File: src/slsc_pkg.sv
package slsc_pkg;

    // Fixed field widths of the scan and result items
    localparam int NUM_SENSORS = 4;
    localparam int DIST_W      = 13;
    localparam int COUNT_W     = 3;
    localparam int STATUS_W    = 2;
    localparam int SEL_W       = 2;

    // Configuration port
    localparam int CFG_IDX_W  = 2;
    localparam int CFG_DATA_W = 13;

    localparam logic [CFG_IDX_W-1:0] CFG_NEAR_THRESHOLD = 2'd0;
    localparam logic [CFG_IDX_W-1:0] CFG_FAR_THRESHOLD  = 2'd1;

    localparam logic [DIST_W-1:0] NEAR_THRESHOLD_RST = 13'd100;
    localparam logic [DIST_W-1:0] FAR_THRESHOLD_RST  = 13'd150;

    // Stack status codes
    localparam logic [STATUS_W-1:0] STATUS_OK       = 2'd0;
    localparam logic [STATUS_W-1:0] STATUS_DISCONT  = 2'd1;
    localparam logic [STATUS_W-1:0] STATUS_DEGRADED = 2'd2;

    typedef logic [DIST_W-1:0]      dist_t;
    typedef logic [NUM_SENSORS-1:0] mask_t;

    typedef struct packed {
        mask_t online_mask;
        mask_t valid_mask;
        dist_t distance_0;
        dist_t distance_1;
        dist_t distance_2;
        dist_t distance_3;
    } scan_item_t;

    typedef struct packed {
        logic [COUNT_W-1:0]  stack_count;
        logic [STATUS_W-1:0] stack_status;
        mask_t               present_levels;
        mask_t               unknown_levels;
    } result_item_t;

    // Pick one sensor's distance out of a scan
    function automatic dist_t get_distance(scan_item_t item, logic [SEL_W-1:0] sel);
        dist_t d;
        unique case (sel)
            2'd0:    d = item.distance_0;
            2'd1:    d = item.distance_1;
            2'd2:    d = item.distance_2;
            default: d = item.distance_3;
        endcase
        return d;
    endfunction

endpackage

File: src/slsc_scan_if.sv
interface slsc_scan_if import slsc_pkg::*; ();
    logic       valid;
    logic       ready;
    scan_item_t data;

    modport source (output valid, output data, input ready);
    modport sink   (input valid, input data, output ready);
endinterface

File: src/slsc_result_if.sv
interface slsc_result_if import slsc_pkg::*; ();
    logic         valid;
    logic         ready;
    result_item_t data;

    modport source (output valid, output data, input ready);
    modport sink   (input valid, input data, output ready);
endinterface

File: src/slsc_cfg_if.sv
interface slsc_cfg_if import slsc_pkg::*; ();
    logic                  valid;
    logic                  ready;
    logic [CFG_IDX_W-1:0]  index;
    logic [CFG_DATA_W-1:0] wdata;

    modport source (output valid, output index, output wdata, input ready);
    modport sink   (input valid, input index, input wdata, output ready);
endinterface

File: src/slsc_flag_update.sv
module slsc_flag_update import slsc_pkg::*; #(
    parameter int LEVELS = 4
) (
    input  scan_item_t        scan,
    input  dist_t             near_threshold,
    input  dist_t             far_threshold,
    input  logic [LEVELS-1:0] flags,
    output logic [LEVELS-1:0] flags_next
);

    // Hysteresis per level; invalid online levels clear, offline levels keep their flag
    always_comb
    begin
        dist_t d;
        flags_next = flags;
        for (int i = 0; i < LEVELS; i++)
        begin
            d = get_distance(scan, SEL_W'(i));
            if (scan.online_mask[i])
            begin
                if (!scan.valid_mask[i])
                    flags_next[i] = 1'b0;
                else if (d < near_threshold)
                    flags_next[i] = 1'b1;
                else if (d > far_threshold)
                    flags_next[i] = 1'b0;
            end
        end
    end

endmodule

File: src/slsc_classify.sv
module slsc_classify import slsc_pkg::*; #(
    parameter int LEVELS = 4
) (
    input  logic [LEVELS-1:0] flags,
    input  mask_t             online_mask,
    output result_item_t      result
);

    logic [LEVELS-1:0] online;
    logic [LEVELS-1:0] present;
    logic [LEVELS-1:0] absent;
    logic [LEVELS-1:0] unknown;

    assign online  = online_mask[LEVELS-1:0];
    assign present = flags & online;
    assign absent  = online & ~flags;
    assign unknown = ~online;

    always_comb
    begin
        logic [COUNT_W-1:0] count;
        logic               fault;
        logic               stopped;
        logic               ambiguous;
        count     = '0;
        fault     = 1'b0;
        stopped   = 1'b0;
        ambiguous = 1'b0;

        // Topmost present level, as count = top + 1
        for (int i = 0; i < LEVELS; i++)
        begin
            if (present[i])
                count = COUNT_W'(i + 1);
        end

        // Gap below the top, and unknown levels above it up to the first gap
        for (int i = 0; i < LEVELS; i++)
        begin
            if (absent[i] && ((i + 1) < int'(count)))
                fault = 1'b1;
            if ((i >= int'(count)) && !stopped)
            begin
                if (absent[i])
                    stopped = 1'b1;
                else if (unknown[i])
                    ambiguous = 1'b1;
            end
        end

        result.present_levels = NUM_SENSORS'(present);
        result.unknown_levels = NUM_SENSORS'(unknown);
        if (fault)
        begin
            result.stack_count  = '0;
            result.stack_status = STATUS_DISCONT;
        end
        else
        begin
            result.stack_count  = count;
            result.stack_status = ambiguous ? STATUS_DEGRADED : STATUS_OK;
        end
    end

endmodule

File: src/stacked_level_sensor_classifier_top.sv
// Stacked level sensor classifier. Each transfer on in_ch is one scan of the
// stacked distance sensors (level 0 at the bottom); each scan gives exactly one
// transfer on out_ch with the stack count, status and the present and unknown
// level masks. A scan is registered, then the hysteresis update and the stack
// classification run combinationally into the result register, and a new scan
// is taken every cycle unless out_ch stalls; the per-level present flags are
// updated as a scan moves into the result register, which orders them with the
// scans. Thresholds are written through cfg_ch (index 0 near, 1 far; other
// indexes ignored) and should only be changed while no scan is in flight.
// LEVELS (2 to 4) sets how many sensors are used; higher bits are ignored.
module stacked_level_sensor_classifier_top import slsc_pkg::*; #(
    parameter int LEVELS = 4
) (
    input  logic          clk,
    input  logic          rst_n,
    slsc_scan_if.sink     in_ch,
    slsc_result_if.source out_ch,
    slsc_cfg_if.sink      cfg_ch
);

    logic              scan_valid_reg;
    scan_item_t        scan_reg;
    logic              out_valid_reg;
    result_item_t      out_data_reg;
    logic [LEVELS-1:0] flags_reg;
    logic [LEVELS-1:0] flags_next;
    dist_t             near_reg;
    dist_t             far_reg;
    result_item_t      result_next;
    logic              out_free;
    logic              scan_advance;

    // Handshake: result register frees the scan stage, scan stage frees input
    assign out_free     = !out_valid_reg || out_ch.ready;
    assign scan_advance = scan_valid_reg && out_free;
    assign in_ch.ready  = !scan_valid_reg || out_free;
    assign cfg_ch.ready = 1'b1;
    assign out_ch.valid = out_valid_reg;
    assign out_ch.data  = out_data_reg;

    slsc_flag_update #(
        .LEVELS(LEVELS)
    ) u_flag_update (
        .scan           (scan_reg),
        .near_threshold (near_reg),
        .far_threshold  (far_reg),
        .flags          (flags_reg),
        .flags_next     (flags_next)
    );

    slsc_classify #(
        .LEVELS(LEVELS)
    ) u_classify (
        .flags       (flags_next),
        .online_mask (scan_reg.online_mask),
        .result      (result_next)
    );

    // Control state and flags
    always_ff @(posedge clk or negedge rst_n)
    begin
        if (!rst_n)
        begin
            scan_valid_reg <= 1'b0;
            out_valid_reg  <= 1'b0;
            flags_reg      <= '0;
        end
        else
        begin
            if (in_ch.ready)
                scan_valid_reg <= in_ch.valid;
            if (out_free)
                out_valid_reg <= scan_valid_reg;
            if (scan_advance)
                flags_reg <= flags_next;
        end
    end

    // Payload registers
    always_ff @(posedge clk)
    begin
        if (in_ch.valid && in_ch.ready)
            scan_reg <= in_ch.data;
        if (scan_advance)
            out_data_reg <= result_next;
    end

    // Threshold registers
    always_ff @(posedge clk or negedge rst_n)
    begin
        if (!rst_n)
        begin
            near_reg <= NEAR_THRESHOLD_RST;
            far_reg  <= FAR_THRESHOLD_RST;
        end
        else if (cfg_ch.valid)
        begin
            unique case (cfg_ch.index)
                CFG_NEAR_THRESHOLD: near_reg <= cfg_ch.wdata;
                CFG_FAR_THRESHOLD:  far_reg  <= cfg_ch.wdata;
                default:            ;
            endcase
        end
    end

endmodule
File: src/flat_wrapper.sv
// flat-port wrapper written by rule: the top's interface ports become plain ports
module stacked_level_sensor_classifier_top_flat import slsc_pkg::*;
#(
    parameter int LEVELS = 4
)
  (clk, rst_n, in_ch_valid, in_ch_data, in_ch_ready, out_ch_valid, out_ch_data, out_ch_ready, cfg_ch_valid, cfg_ch_index, cfg_ch_wdata, cfg_ch_ready);
  slsc_scan_if in_ch_i ();
  slsc_result_if out_ch_i ();
  slsc_cfg_if cfg_ch_i ();
  input  logic clk;
  input  logic rst_n;
  input wire logic [$bits(in_ch_i.valid)-1:0] in_ch_valid;
  input wire logic [$bits(in_ch_i.data)-1:0] in_ch_data;
  output wire logic [$bits(in_ch_i.ready)-1:0] in_ch_ready;
  output wire logic [$bits(out_ch_i.valid)-1:0] out_ch_valid;
  output wire logic [$bits(out_ch_i.data)-1:0] out_ch_data;
  input wire logic [$bits(out_ch_i.ready)-1:0] out_ch_ready;
  input wire logic [$bits(cfg_ch_i.valid)-1:0] cfg_ch_valid;
  input wire logic [$bits(cfg_ch_i.index)-1:0] cfg_ch_index;
  input wire logic [$bits(cfg_ch_i.wdata)-1:0] cfg_ch_wdata;
  output wire logic [$bits(cfg_ch_i.ready)-1:0] cfg_ch_ready;
  assign in_ch_i.valid = in_ch_valid;
  assign in_ch_i.data = in_ch_data;
  assign in_ch_ready = in_ch_i.ready;
  assign out_ch_valid = out_ch_i.valid;
  assign out_ch_data = out_ch_i.data;
  assign out_ch_i.ready = out_ch_ready;
  assign cfg_ch_i.valid = cfg_ch_valid;
  assign cfg_ch_i.index = cfg_ch_index;
  assign cfg_ch_i.wdata = cfg_ch_wdata;
  assign cfg_ch_ready = cfg_ch_i.ready;
  stacked_level_sensor_classifier_top #(.LEVELS(LEVELS)) u_core (.clk(clk), .rst_n(rst_n), .in_ch(in_ch_i), .out_ch(out_ch_i), .cfg_ch(cfg_ch_i));
endmodule
File: config.mk
export PLATFORM = sky130hd
export DESIGN_NAME = stacked_level_sensor_classifier_top_flat
export DESIGN_NICKNAME = d
export VERILOG_FILES = /design/src/slsc_pkg.sv /design/src/slsc_scan_if.sv /design/src/slsc_result_if.sv /design/src/slsc_cfg_if.sv /design/src/slsc_flag_update.sv /design/src/slsc_classify.sv /design/src/stacked_level_sensor_classifier_top.sv /design/src/flat_wrapper.sv
export SDC_FILE = /design/constraint.sdc
export NUM_CORES = 1
export LEC_CHECK = 0
export BUFFER_PORTS_ARGS = -buffer_cell sky130_fd_sc_hd__buf_4
export CORE_ASPECT_RATIO = 0.5
export CORE_MARGIN = 1.5
export CORE_UTILIZATION = 30
export CTS_BUF_LIST = sky130_fd_sc_hd__clkbuf_16
export DETAILED_ROUTE_END_ITERATION = 8
export GPL_ROUTABILITY_DRIVEN = 1
export SYNTH_ARGS = -nofsm -noshare
export SYNTH_HDL_FRONTEND = slang
export SYNTH_HIERARCHICAL = 1
export SYNTH_SLANG_ARGS = --single-unit
export TNS_END_PERCENT = 1
File: constraint.sdc
create_clock -name clk -period 3.5 [get_ports clk]
set_input_delay 0.525 -clock clk [delete_from_list [all_inputs] [get_ports clk]]
set_output_delay 0.525 -clock clk [all_outputs]
set_load 0.1 [all_outputs]
==> flow_summary.yaml <==
logic_synthesis:
  synth_top_area_cell: "edfxtp_1"
  synth_cell_type_count: 42
  synth_edf_count: 73
  syn_area_um2: 5914
  syn_area_per_cell_um2: 12.50
  yosys_register_bits: 105
  synth_async_sr_flop_share_pct: 30.48
  yosysSeqAreaShare_pct: 50.75
  ys.flop_type: "edfxtp_1"
  syn-num-nets: 653
  synth_top_area_share_pct: 37.06
  yosysWarnings: 6
  netlist_instances: 473
  synthTopCellsByArea: "edfxtp_1 (37%), ha_1 (21%), dfrtp_1 (11%)"
worst_setup_path:
  required_ns: 3.66
  worstPathArrival_ns: 2.97
  r2r_slack_ns: 0.69
  worstRegToRegCells: 9
  crit_fanout: 5
  critical_path_class: "reg -> reg"
  worstReg2RegStart: "u_core/near_reg[6]"
  worstSetupStartpoint: "u_core/near_reg[6]"
  crit_path_end: "u_core/out_ch.data[9]"
  startpoint_type: "flop"
  critPathCaptureType: "flop"
  rr_endpoint: "u_core/out_ch.data[9]"
power_and_ir_drop:
  p_sw_uw: 1266
  pwr-share-seq_pct: 43.3
  p_clk_share_pct: 25.1
  combPwrFrac_pct: 31.6
  p_per_area_nw_per_um2: 517.7
  p_sw_share_pct: 33.97
  leakage_uw: 0.003190
  ir_drop_mv: 0.2237
  power.internal_uw: 2460
timing:
  fin_tns_setup_ns: 0
  relSlewSlack_pct: 42.40
  fin_crit_ns: 2.808
  rsz0062_at_grt: "no"
  setup_viol_count_final: 0
  layout_worst_path_cycle_share_pct: 80.22
  finClkSkew_ns: 0.01047
  hold_viol_final: 0
  fmax_ghz: 0.3562
  worst_pin_slew_ns: 0.8631
  drv_slew: 0
drt:
  drt-pass1-iter-count: 4
  ant_nets: 0
  vias_per_cell: 4.724
  wire_per_inst_um: 16.81
  routed_wl_mm: 14.24
  detailroute.via_count: 4001
  drc: 0
  initialDrtViolationCount: 213
clock_tree:
  post_cts_buffers: 0
  numCtsBuffers: 9
  insertion_delay_ns: 0.35
  hold_buffers: 0
  h-tree-depth: 3
  cts_resized: 0
  clkSlewWorstSetupHoldPaths_ns: 0.07
  cts_tree: "yes"
  cts.path.max_buffers: 2
  root_buffer: "clkbuf_16"
  cts_num_sinks: 105
finish:
  drive_gt1_share_pct: 26.33
  layout.cells.most_common_list: "ha_1 (100), buf_4 (96), edfxtp_1 (73), nand2_1 (36), inv_1 (36)"
  fin_util_pct: 37.15
  area_delta_synth_final_pct: 21.66
  n_antenna_cell: 0
  fin_nets: 756
  final_common_cell: "ha_1"
  largest_register_ffs: 60
grt:
  grt-ovfl-total: 0
  grt_max_degree: 34
  grt_pass1_vias: 4099
  antenna_found_initial: 0
  grt_pass1_wl_mm: 22.47
  grt_usage_pct: 14.55
floorplanning:
  core_um2: 19370
  die_area_um2: 20620
  pin_count: 96
  dieWidth_um: 201.6
  initial_utilization_pct: 30.54
  die_h_um: 102.3
  row_count: 36
place:
  numPortBuffers: 94
  dpl.hpwl_mm: 11.55
  gp_congestion: 0.8538
hold_path:
  hold_path.class: "in -> async"
run:
  drv_cap: 0
status:
  status: "finished clean"
## area by class of cell
class | instances | area [µm²]
multi-input combinational | 328 | 2738
sequential | 105 | 3002
fill | 1895 | 12170
tap | 266 | 332.8
timing repair buffer | 96 | 720.7
clock buffer | 9 | 225.2
clock inverter | 7 | 42.54
inverter | 36 | 135.1
## through the flow
stage | power [µW] | cells | hold slack (ns) | setup slack (ns) | cell area [µm²]
6_report | 3725 | 847 | 0.1194 | 0.6922 | 7196
5_1_grt | 3982 | 847 | 0.1407 | 0.4868 | 7196
4_1_cts | 3767 | 847 | 0.1229 | 0.6759 | 7196
3_5_place_dp | 2816 | 831 | 0.4906 | 0.7147 | 6928
3_3_place_gp | 2785 | 831 | 0.4787 | 0.7765 | 6928
2_1_floorplan | 2449 | 473 | 0.2294 | 0.2650 | 5916
## Yosys cell counts, types with 5 or more instances
| cell | instances |
|---|---|
| a21o_1 | 15 |
| a21oi_1 | 33 |
| dfrtp_1 | 25 |
| dfstp_2 | 7 |
| edfxtp_1 | 73 |
| ha_1 | 100 |
| inv_1 | 36 |
| mux2_2 | 30 |
| nand2_1 | 36 |
| nand3_1 | 9 |
| nand4_1 | 16 |
| nor2_1 | 10 |
| nor2b_1 | 8 |
| o211ai_1 | 5 |
| o21ai_0 | 16 |
## metal layers
layer,track usage (%),vias to the layer above,share of wire (%)
li1,-,1992,-
met1,19.73,1907,48
met2,23.45,91,45
met3,3.157,11,5.0
met4,4.535,0,1.2
met5,0,-,0
## how the worst min path moves through the flow
stage	depth (start not counted)	end	start	slack (ns)
final	1	u_core/far_reg[3]	rst_n	0.12
after global routing	1	u_core/far_reg[3]	rst_n	0.14
after CTS	1	u_core/far_reg[3]	rst_n	0.12
after detailed placement	1	u_core/out_ch.valid	u_core/scan_valid_reg	0.49
after global placement	1	u_core/out_ch.valid	u_core/scan_valid_reg	0.48
after floorplan	0	u_core/far_reg[0]	rst_n	0.23
## worst max-delay path, stage by stage, from the launching register on
cell,delay (ns)
dfstp_2,0.53
inv_1,0.08
ha_1,0.30
a21oi_1,0.18
o21ai_0,0.18
a211o_1,0.32
o211ai_1,0.35
nand2b_2,0.24
nand4_1,0.11
a311oi_1,0.31
## cells by family after synthesis
family	Yosys count	share of synthesized area (%)
adder cells (fa/ha/maj)	100	21.16
buffers and inverters	40	2.983
flip-flops	105	50.75
AND/OR/NAND/NOR	102	9.203
multiplexers	30	5.712
other	1	0.06340
AO/OA/AOI/OAI	95	10.13
## power groups by stage
stage	Sequential [µW]	Clock [µW]	Combinational, µW
3_5_place_dp	1640	0	1170
2_1_floorplan	1760	0	687
3_3_place_gp	1640	0	1150
4_1_cts	1620	972	1180
5_1_grt	1630	1020	1330
6_report	1610	935	1180
Note: power is estimated with default switching activity, not from simulation.
